--- config.mk ---
export PLATFORM = sky130hd
export DESIGN_NAME = sample_mean_stddev_core
export DESIGN_NICKNAME = d
export VERILOG_FILES = /design/src/hdl/sms_pkg.sv /design/src/hdl/sample_mean_stddev_core.sv
export SDC_FILE = /design/constraint.sdc
export NUM_CORES = 2
export LEC_CHECK = 0
export ABC_CLOCK_PERIOD_IN_PS = 12900
export BUFFER_PORTS_ARGS = -buffer_cell sky130_fd_sc_hd__buf_2
export CORE_MARGIN = 1.5
export CORE_UTILIZATION = 30
export DETAILED_ROUTE_END_ITERATION = 12
export SLEW_MARGIN = 40
export SYNTH_ARGS = -nofsm -noshare
export SYNTH_HDL_FRONTEND = slang
export SYNTH_SLANG_ARGS = --single-unit
--- constraint.sdc ---
create_clock -name clock -period 12.9 [get_ports clock]
set_input_delay 0.645 -clock clock [delete_from_list [all_inputs] [get_ports clock]]
set_output_delay 0.645 -clock clock [all_outputs]
set_load 0.1 [all_outputs]
--- src/hdl/sms_pkg.sv ---
// Shared widths and constants for the sample mean / standard deviation core.
// No dependencies; used by sample_mean_stddev_core.
`timescale 1ns / 1ps
`default_nettype none

package sms_pkg;

   // Port field widths
   localparam int IN_W  = 16;
   localparam int OUT_W = 24;
   localparam int CNT_W = 12;

   // Count register reset value and lower clamp
   localparam logic [CNT_W-1:0] COUNT_RESET = 12'd200;
   localparam logic [CNT_W-1:0] MIN_COUNT   = 12'd10;

   // Shared datapath widths, sized for the widest sample
   localparam int ACC_W = 58;   // accumulator / remainder
   localparam int MPL_W = 28;   // multiplier operand (widest running sum)
   localparam int DEV_W = 56;   // n*Q - S*S
   localparam int DEN_W = 24;   // n*(n-1)
   localparam int QUO_W = 64;   // quotient / root
   localparam int DVD_W = 72;   // dividend shift register
   localparam int STEP_W = 7;   // step counter

   // Step counts of each sequencer phase
   localparam int MD_STEPS   = CNT_W;          // n*(n-1)
   localparam int DIVM_STEPS = MPL_W + 8;      // (S << 8) / n
   localparam int MNQ_STEPS  = CNT_W;          // n*Q
   localparam int MSS_STEPS  = MPL_W;          // subtract S*S
   localparam int DIVV_STEPS = DEV_W + 16;     // (dev << 16) / den
   localparam int SQRT_STEPS = QUO_W / 2;      // one root bit per step

endpackage

`default_nettype wire

--- src/hdl/sample_mean_stddev_core.sv ---
// Sample mean and sample standard deviation core, Q8 fixed point outputs.
// Depends on sms_pkg (widths, constants, step counts).
`timescale 1ns / 1ps
`default_nettype none

// Channel  Ports                                 Handshake
// -------  ------------------------------------  ---------------------
// req      req_valid req_ready req_sample        valid/ready
// rsp      rsp_valid rsp_ready rsp_mean_q8,      valid/ready
//          rsp_stddev_q8
// csr      csr_wr_en csr_wr_data                 write on enable, no wait
//
// A warm-up word or a non-final sample is taken while ready stays high.
// The final sample of a run starts the shared add/subtract unit through n*(n-1),
// (S << 8) / n, n*Q, minus S*S, (dev << 16) / den and the root, then loads the
// result, with req_ready low throughout. The result waits in an output register;
// if it is still untaken when the next result is ready, the sequencer holds.
// Reset is synchronous and restores the count register to 200.

module sample_mean_stddev_core #(
   parameter int MAX_COUNT   = 4095,
   parameter int SAMPLE_BITS = 16
) (
   input  logic                        clock,
   input  logic                        reset,
   input  logic                        req_valid,
   output logic                        req_ready,
   input  logic [sms_pkg::IN_W-1:0]    req_sample,
   output logic                        rsp_valid,
   input  logic                        rsp_ready,
   output logic [sms_pkg::OUT_W-1:0]   rsp_mean_q8,
   output logic [sms_pkg::OUT_W-1:0]   rsp_stddev_q8,
   input  logic                        csr_wr_en,
   input  logic [sms_pkg::CNT_W-1:0]   csr_wr_data
);

   localparam int CW    = sms_pkg::CNT_W;
   localparam int AW    = sms_pkg::ACC_W;
   localparam int MW    = sms_pkg::MPL_W;
   localparam int QW    = sms_pkg::QUO_W;
   localparam int DW    = sms_pkg::DVD_W;
   localparam int NW    = sms_pkg::DEN_W;
   localparam int VW    = sms_pkg::DEV_W;
   localparam int OW    = sms_pkg::OUT_W;
   localparam int SW    = sms_pkg::STEP_W;
   localparam int SUM_W = SAMPLE_BITS + CW;
   localparam int SQ_W  = 2 * SAMPLE_BITS + CW;

   localparam logic [2:0] ST_IDLE = 3'd0;
   localparam logic [2:0] ST_MD   = 3'd1;
   localparam logic [2:0] ST_DIVM = 3'd2;
   localparam logic [2:0] ST_MNQ  = 3'd3;
   localparam logic [2:0] ST_MSS  = 3'd4;
   localparam logic [2:0] ST_DIVV = 3'd5;
   localparam logic [2:0] ST_SQRT = 3'd6;
   localparam logic [2:0] ST_DONE = 3'd7;

   // Registers and next values
   logic [2:0]         state_ff, state_in;
   logic               warm_ff, warm_in;
   logic [CW-1:0]      taken_ff, taken_in;
   logic [SUM_W-1:0]   sum_ff, sum_in;
   logic [SQ_W-1:0]    sq_ff, sq_in;
   logic [CW-1:0]      count_ff, count_in;
   logic [CW-1:0]      n_ff, n_in;
   logic [NW-1:0]      den_ff, den_in;
   logic [AW-1:0]      acc_ff, acc_in;
   logic [AW-1:0]      mcand_ff, mcand_in;
   logic [MW-1:0]      mpl_ff, mpl_in;
   logic [DW-1:0]      dvd_ff, dvd_in;
   logic [QW-1:0]      quo_ff, quo_in;
   logic [SW-1:0]      cnt_ff, cnt_in;
   logic [OW-1:0]      mean_ff, mean_in;
   logic               rsp_valid_ff, rsp_valid_in;
   logic [OW-1:0]      rsp_mean_ff, rsp_mean_in;
   logic [OW-1:0]      rsp_sd_ff, rsp_sd_in;

   // Sample path
   logic [CW-1:0]            k_eff;
   logic [SAMPLE_BITS-1:0]   smp;
   logic [2*SAMPLE_BITS-1:0] smp_sq;
   logic [SUM_W-1:0]         sum_add;
   logic [SQ_W-1:0]          sq_add;
   logic [CW-1:0]            taken_inc;
   logic                     last_sample;
   logic                     req_fire;

   // Shared unit
   logic [AW-1:0] opa, opb;
   logic          op_sub;
   logic [AW:0]   alu_sum;
   logic [AW-1:0] alu_res;
   logic          alu_carry;
   logic          step_last;
   logic [QW-1:0] quo_step;
   logic [AW-1:0] acc_step;

   // Clamp the run length
   always_comb begin
      k_eff = count_ff;
      priority if (count_ff < sms_pkg::MIN_COUNT) begin
         k_eff = sms_pkg::MIN_COUNT;
      end else if (32'(count_ff) > MAX_COUNT) begin
         k_eff = CW'(MAX_COUNT);
      end else begin
         k_eff = count_ff;
      end
   end

   // Square and accumulate the incoming sample
   assign smp         = req_sample[SAMPLE_BITS-1:0];
   assign smp_sq      = smp * smp;
   assign sum_add     = sum_ff + SUM_W'(smp);
   assign sq_add      = sq_ff + SQ_W'(smp_sq);
   assign taken_inc   = taken_ff + 1'b1;
   assign last_sample = (taken_inc >= k_eff);
   assign req_ready   = (state_ff == ST_IDLE);
   assign req_fire    = req_valid && req_ready;

   // Select operands of the shared add/subtract unit
   always_comb begin
      opa    = acc_ff;
      opb    = '0;
      op_sub = 1'b0;
      unique case (state_ff)
         ST_MD, ST_MNQ: begin
            opb = mpl_ff[0] ? mcand_ff : '0;
         end
         ST_MSS: begin
            opb    = mpl_ff[0] ? mcand_ff : '0;
            op_sub = 1'b1;
         end
         ST_DIVM: begin
            opa    = {acc_ff[AW-2:0], dvd_ff[DW-1]};
            opb    = AW'(n_ff);
            op_sub = 1'b1;
         end
         ST_DIVV: begin
            opa    = {acc_ff[AW-2:0], dvd_ff[DW-1]};
            opb    = AW'(den_ff);
            op_sub = 1'b1;
         end
         ST_SQRT: begin
            opa    = {acc_ff[AW-3:0], dvd_ff[DW-1:DW-2]};
            opb    = {quo_ff[AW-3:0], 2'b01};
            op_sub = 1'b1;
         end
         ST_IDLE, ST_DONE: begin
            opb = '0;
         end
      endcase
   end

   assign alu_sum   = {1'b0, opa} + {1'b0, (op_sub ? ~opb : opb)} + {{AW{1'b0}}, op_sub};
   assign alu_res   = alu_sum[AW-1:0];
   assign alu_carry = alu_sum[AW];
   assign step_last = (cnt_ff == SW'(1));

   // Restoring step shared by both divisions and the root
   assign acc_step  = alu_carry ? alu_res : opa;
   assign quo_step  = {quo_ff[QW-2:0], alu_carry};

   // Sequencer
   always_comb begin
      state_in     = state_ff;
      warm_in      = warm_ff;
      taken_in     = taken_ff;
      sum_in       = sum_ff;
      sq_in        = sq_ff;
      count_in     = csr_wr_en ? csr_wr_data : count_ff;
      n_in         = n_ff;
      den_in       = den_ff;
      acc_in       = acc_ff;
      mcand_in     = mcand_ff;
      mpl_in       = mpl_ff;
      dvd_in       = dvd_ff;
      quo_in       = quo_ff;
      cnt_in       = cnt_ff;
      mean_in      = mean_ff;
      rsp_valid_in = rsp_valid_ff && !rsp_ready;
      rsp_mean_in  = rsp_mean_ff;
      rsp_sd_in    = rsp_sd_ff;

      unique case (state_ff)
         ST_IDLE: begin
            if (req_fire) begin
               if (!warm_ff) begin
                  // drop the warm-up word
                  warm_in = 1'b1;
               end else begin
                  sum_in   = sum_add;
                  sq_in    = sq_add;
                  taken_in = taken_inc;
                  if (last_sample) begin
                     // start n*(n-1)
                     n_in     = taken_inc;
                     acc_in   = '0;
                     mcand_in = AW'(taken_inc - 1'b1);
                     mpl_in   = MW'(taken_inc);
                     cnt_in   = SW'(sms_pkg::MD_STEPS);
                     state_in = ST_MD;
                  end
               end
            end
         end
         ST_MD, ST_MNQ, ST_MSS: begin
            // shift-add multiply (shift-subtract in ST_MSS), one multiplier bit a step
            acc_in   = alu_res;
            mcand_in = {mcand_ff[AW-2:0], 1'b0};
            mpl_in   = {1'b0, mpl_ff[MW-1:1]};
            cnt_in   = cnt_ff - 1'b1;
            if (step_last) begin
               priority if (state_ff == ST_MD) begin
                  // den done; start (S << 8) / n
                  den_in   = alu_res[NW-1:0];
                  acc_in   = '0;
                  quo_in   = '0;
                  dvd_in   = {MW'(sum_ff), 8'b0, {(DW - MW - 8){1'b0}}};
                  cnt_in   = SW'(sms_pkg::DIVM_STEPS);
                  state_in = ST_DIVM;
               end else if (state_ff == ST_MNQ) begin
                  // n*Q done; subtract S*S from it
                  mcand_in = AW'(sum_ff);
                  mpl_in   = MW'(sum_ff);
                  cnt_in   = SW'(sms_pkg::MSS_STEPS);
                  state_in = ST_MSS;
               end else begin
                  // deviation done; start (dev << 16) / den
                  dvd_in   = {alu_res[VW-1:0], {(DW - VW){1'b0}}};
                  acc_in   = '0;
                  quo_in   = '0;
                  cnt_in   = SW'(sms_pkg::DIVV_STEPS);
                  state_in = ST_DIVV;
               end
            end
         end
         ST_DIVM: begin
            acc_in = acc_step;
            quo_in = quo_step;
            dvd_in = {dvd_ff[DW-2:0], 1'b0};
            cnt_in = cnt_ff - 1'b1;
            if (step_last) begin
               // mean done; start n*Q
               mean_in  = quo_step[OW-1:0];
               acc_in   = '0;
               mcand_in = AW'(sq_ff);
               mpl_in   = MW'(n_ff);
               cnt_in   = SW'(sms_pkg::MNQ_STEPS);
               state_in = ST_MNQ;
            end
         end
         ST_DIVV: begin
            acc_in = acc_step;
            quo_in = quo_step;
            dvd_in = {dvd_ff[DW-2:0], 1'b0};
            cnt_in = cnt_ff - 1'b1;
            if (step_last) begin
               // variance done; start the root
               dvd_in   = {quo_step, {(DW - QW){1'b0}}};
               acc_in   = '0;
               quo_in   = '0;
               cnt_in   = SW'(sms_pkg::SQRT_STEPS);
               state_in = ST_SQRT;
            end
         end
         ST_SQRT: begin
            acc_in = acc_step;
            quo_in = quo_step;
            dvd_in = {dvd_ff[DW-3:0], 2'b00};
            cnt_in = cnt_ff - 1'b1;
            if (step_last) begin
               state_in = ST_DONE;
            end
         end
         ST_DONE: begin
            // hold until the output register is free, then clear the run
            if (!rsp_valid_ff || rsp_ready) begin
               rsp_valid_in = 1'b1;
               rsp_mean_in  = mean_ff;
               rsp_sd_in    = quo_ff[OW-1:0];
               sum_in       = '0;
               sq_in        = '0;
               taken_in     = '0;
               warm_in      = 1'b0;
               state_in     = ST_IDLE;
            end
         end
      endcase
   end

   // Control state
   always_ff @(posedge clock) begin
      if (reset) begin
         state_ff     <= ST_IDLE;
         warm_ff      <= 1'b0;
         taken_ff     <= '0;
         sum_ff       <= '0;
         sq_ff        <= '0;
         count_ff     <= sms_pkg::COUNT_RESET;
         cnt_ff       <= '0;
         rsp_valid_ff <= 1'b0;
      end else begin
         state_ff     <= state_in;
         warm_ff      <= warm_in;
         taken_ff     <= taken_in;
         sum_ff       <= sum_in;
         sq_ff        <= sq_in;
         count_ff     <= count_in;
         cnt_ff       <= cnt_in;
         rsp_valid_ff <= rsp_valid_in;
      end
   end

   // Datapath registers
   always_ff @(posedge clock) begin
      n_ff        <= n_in;
      den_ff      <= den_in;
      acc_ff      <= acc_in;
      mcand_ff    <= mcand_in;
      mpl_ff      <= mpl_in;
      dvd_ff      <= dvd_in;
      quo_ff      <= quo_in;
      mean_ff     <= mean_in;
      rsp_mean_ff <= rsp_mean_in;
      rsp_sd_ff   <= rsp_sd_in;
   end

   assign rsp_valid     = rsp_valid_ff;
   assign rsp_mean_q8   = rsp_mean_ff;
   assign rsp_stddev_q8 = rsp_sd_ff;

   // The final sample of a run starts the sequencer
   a_final_starts: assert property (@(posedge clock) disable iff (reset)
      (req_fire && warm_ff && last_sample) |=> (state_ff == ST_MD))
      else $error("final sample did not start the sequencer");

   // Subtracting S*S from n*Q never borrows
   a_dev_no_borrow: assert property (@(posedge clock) disable iff (reset)
      (state_ff == ST_MSS && mpl_ff[0]) |-> alu_carry)
      else $error("deviation went negative");

   // A result word appears only out of the load state
   a_rsp_from_done: assert property (@(posedge clock) disable iff (reset)
      $rose(rsp_valid_ff) |-> ($past(state_ff) == ST_DONE))
      else $error("result word loaded outside the load state");

endmodule

`default_nettype wire

==> impl_metrics.yaml <==
worst_setup_path:
  r2r-end: "acc_ff[56]"
  ff2ff_path_depth: 21
  regToRegSetupSlack_ps: 5480
  cp-end-kind: "flop"
  critical_path_class: "flop to flop"
  r2r-start: "state_ff[1]"
  crit_path_max_fanout: 55
  worstPathRequired_ps: 13280
  startpoint_type: "flop"
  cp.arrival_ps: 7800
  startpoint: "state_ff[1]"
routing:
  wl_mm: 109
  dr.pass1.iters: 10
  drtAntennaViolNets: 0
  drt_iter0_drc: 3390
  viasPerCell: 5.46
  vias: 29240
  wl_per_cell_um: 20.4
  drc: 0
global_route:
  track_usage_pct: 17.5
  grt_pass1_vias: 27647
  antenna_found_initial: 1
  grt_overflow: 0
  grt_first_pass_wirelength_mm: 170
  grt_max_degree: 86
clock_network:
  cts_tree: "done"
  clkLatencyLatePin_ps: 630
  cts_buffer_depth: 3
  root_buffer: "clkbuf_16"
  cts_setup_buffers: 0
  holdBufCountCts: 0
  path_clk_slew_ps: 60
  clkSinkCount: 487
  cts_resized: 0
  h-tree-depth: 2
  cts_buffers: 55
placement:
  placed_area_um2: 38300
  gp_congestion: 0.927
  port-buffer-count: 82
  place_hpwl_mm: 80.1
floorplan:
  pin_count: 83
  die_h_um: 351
  coreArea_um2: 120000
  die_area_um2: 123000
  rows: 127
  initial_core_util_pct: 30.2
  die_x_um: 351
final_layout:
  area_growth_pct: 11.0
  final_util_pct: 33.6
  layout-drive-gt1-share_pct: 7.59
  antenna_cells: 0
  final_common_cell: "inv_1"
  layout.nets: 4122
  final_cell_mix: "424 x inv_1, 379 x edfxtp_1, 318 x a21oi_1, 318 x nand2_1, 200 x ha_1"
  post-route-cell-area_um2: 40300
sta:
  fin_crit_ps: 7420
  slew_headroom_pct: 42.5
  fmax_ghz: 0.135
  rsz0062_at_grt: "no"
  fin_crit_sh_pct: 57.5
  maxSlewViolCount: 0
  hold_ws_ps: 253
  tightest_slew_ps: 856
  hold_violations: 0
  finClkSkew_ps: 40.3
  tns_ps: 0
  setup_viol: 0
hold_path:
  worst_hold_path.num_cells: 3
  min_from: "csr_wr_data[3]"
  min_path_type: "input port to flop"
  min_to: "count_ff[3]"
pwr:
  p_total_uw: 8770
  power.density_nw_per_um2: 218
  irDropWorstVdd_mv: 0.227
  p_leak_uw: 0.0164
yosys:
  ys_types: 86
  synth-seq-cells: 487
  postSynthCellCount: 3740
  yosysWarningCount: 0
  synth_edf_count: 379
  synth_area_um2: 36300
  synth_ff_type: "edfxtp_1"
  syn_nets: 4169
  async_reset_ff_share_pct: 0
  syn_area_per_cell_um2: 9.70
  yosysSeqAreaShare_pct: 37.3
status:
  outcome: "finished, final reports clean"
job:
  drv_cap: 0
state kept, by name (all words and copies together), names as in the netlist, 24 cells and up:
signal,count
rsp_stddev_q8,24
mpl_ff,28
den_ff,24
sq_ff,44
mean_ff,24
sum_ff,28
mcand_ff,58
dvd_ff,64
rsp_mean_q8,24
acc_ff,58
quo_ff,63
per-stage QoR:
stage          cells  setup slack [ps]
2_1_floorplan   3740              6110
3_3_place_gp    5246              5290
3_5_place_dp    5246              5230
4_1_cts         5350              5540
5_1_grt         5352              5120
6_report        5352              5480
where the power goes:
group	switching (µW)	leakage, µW	total [µW]	internal, µW
logic	2900	0.0111	4720	1820
registers	288	0.00438	2370	2080
clock network	690	0.000931	1680	991
cell families after synthesis:
family          Yosys count  synth area share, %
mux                      29                0.810
compound gates         1197                 22.9
xor+xnor                149                 3.60
fa+ha+maj               396                 17.7
simple gates            816                 10.7
buf+inv                 666                 7.00
flops                   487                 37.3
per-layer routing:
metal	GRT usage [%]	wire [µm]
met5	0	0
met4	3.60	2200
met3	2.36	9090
met2	26.5	47100
met1	26.3	51000
worst max path at each step:
stage | cells past startpoint | end | slack [ps]
floorplan | 24 | sq_ff[38] | 6110
global placement | 22 | sq_ff[38] | 5290
detailed placement | 22 | sq_ff[38] | 5230
CTS | 21 | acc_ff[56] | 5540
global route | 20 | acc_ff[45] | 5120
finish | 21 | acc_ff[56] | 5480
Yosys cell counts (29+ instances only):
library cell  instances  area (µm²)
clkbuf_1            200         751
o21ai_0             119         596
ha_1                200        2500
edfxtp_1            379       11400
xnor2_1              82         718
a21o_1              115         863
and2_1               53         332
o22a_1               57         499
o2bb2ai_1            32         280
inv_1               426        1600
a22o_1               32         280
a22oi_1              29         218
nand2_1             318        1190
a222oi_1             66         661
o22ai_1             133         832
o211ai_1             38         285
nand3_1              36         180
dfxtp_1             108        2160
nor2_1              175         657
fa_1                196        3920
o221ai_1             46         403
a221o_1              44         440
xor2_1               67         587
nor2b_1              77         482
a21oi_1             320        1600
critical path, cell delays in order (launching register included):
cell	delay, ps
dfxtp_2	310
buf_4	420
buf_4	590
inv_1	350
nor2_4	160
buf_4	600
a22o_1	370
a222oi_1	190
xnor2_1	210
ha_1	390
nand2_1	120
or3_1	420
or4_1	500
o21ai_1	260
o2111ai_1	300
a2111oi_2	540
o21ai_1	150
nand2_1	90
buf_4	380
nor2_4	220
buf_4	300
a22o_1	260
area by class of cell:
type                    count  area (µm²)
inverters                 427        1600
clock buffers              64        1450
flip-flops and latches    487       13500
repair buffers            135         830
multi-input cells        2587       20400
well taps                1612        2020
clock inverters            40         474
fillers                 12161       79700
No activity file was read; power rests on OpenSTA's default activity.
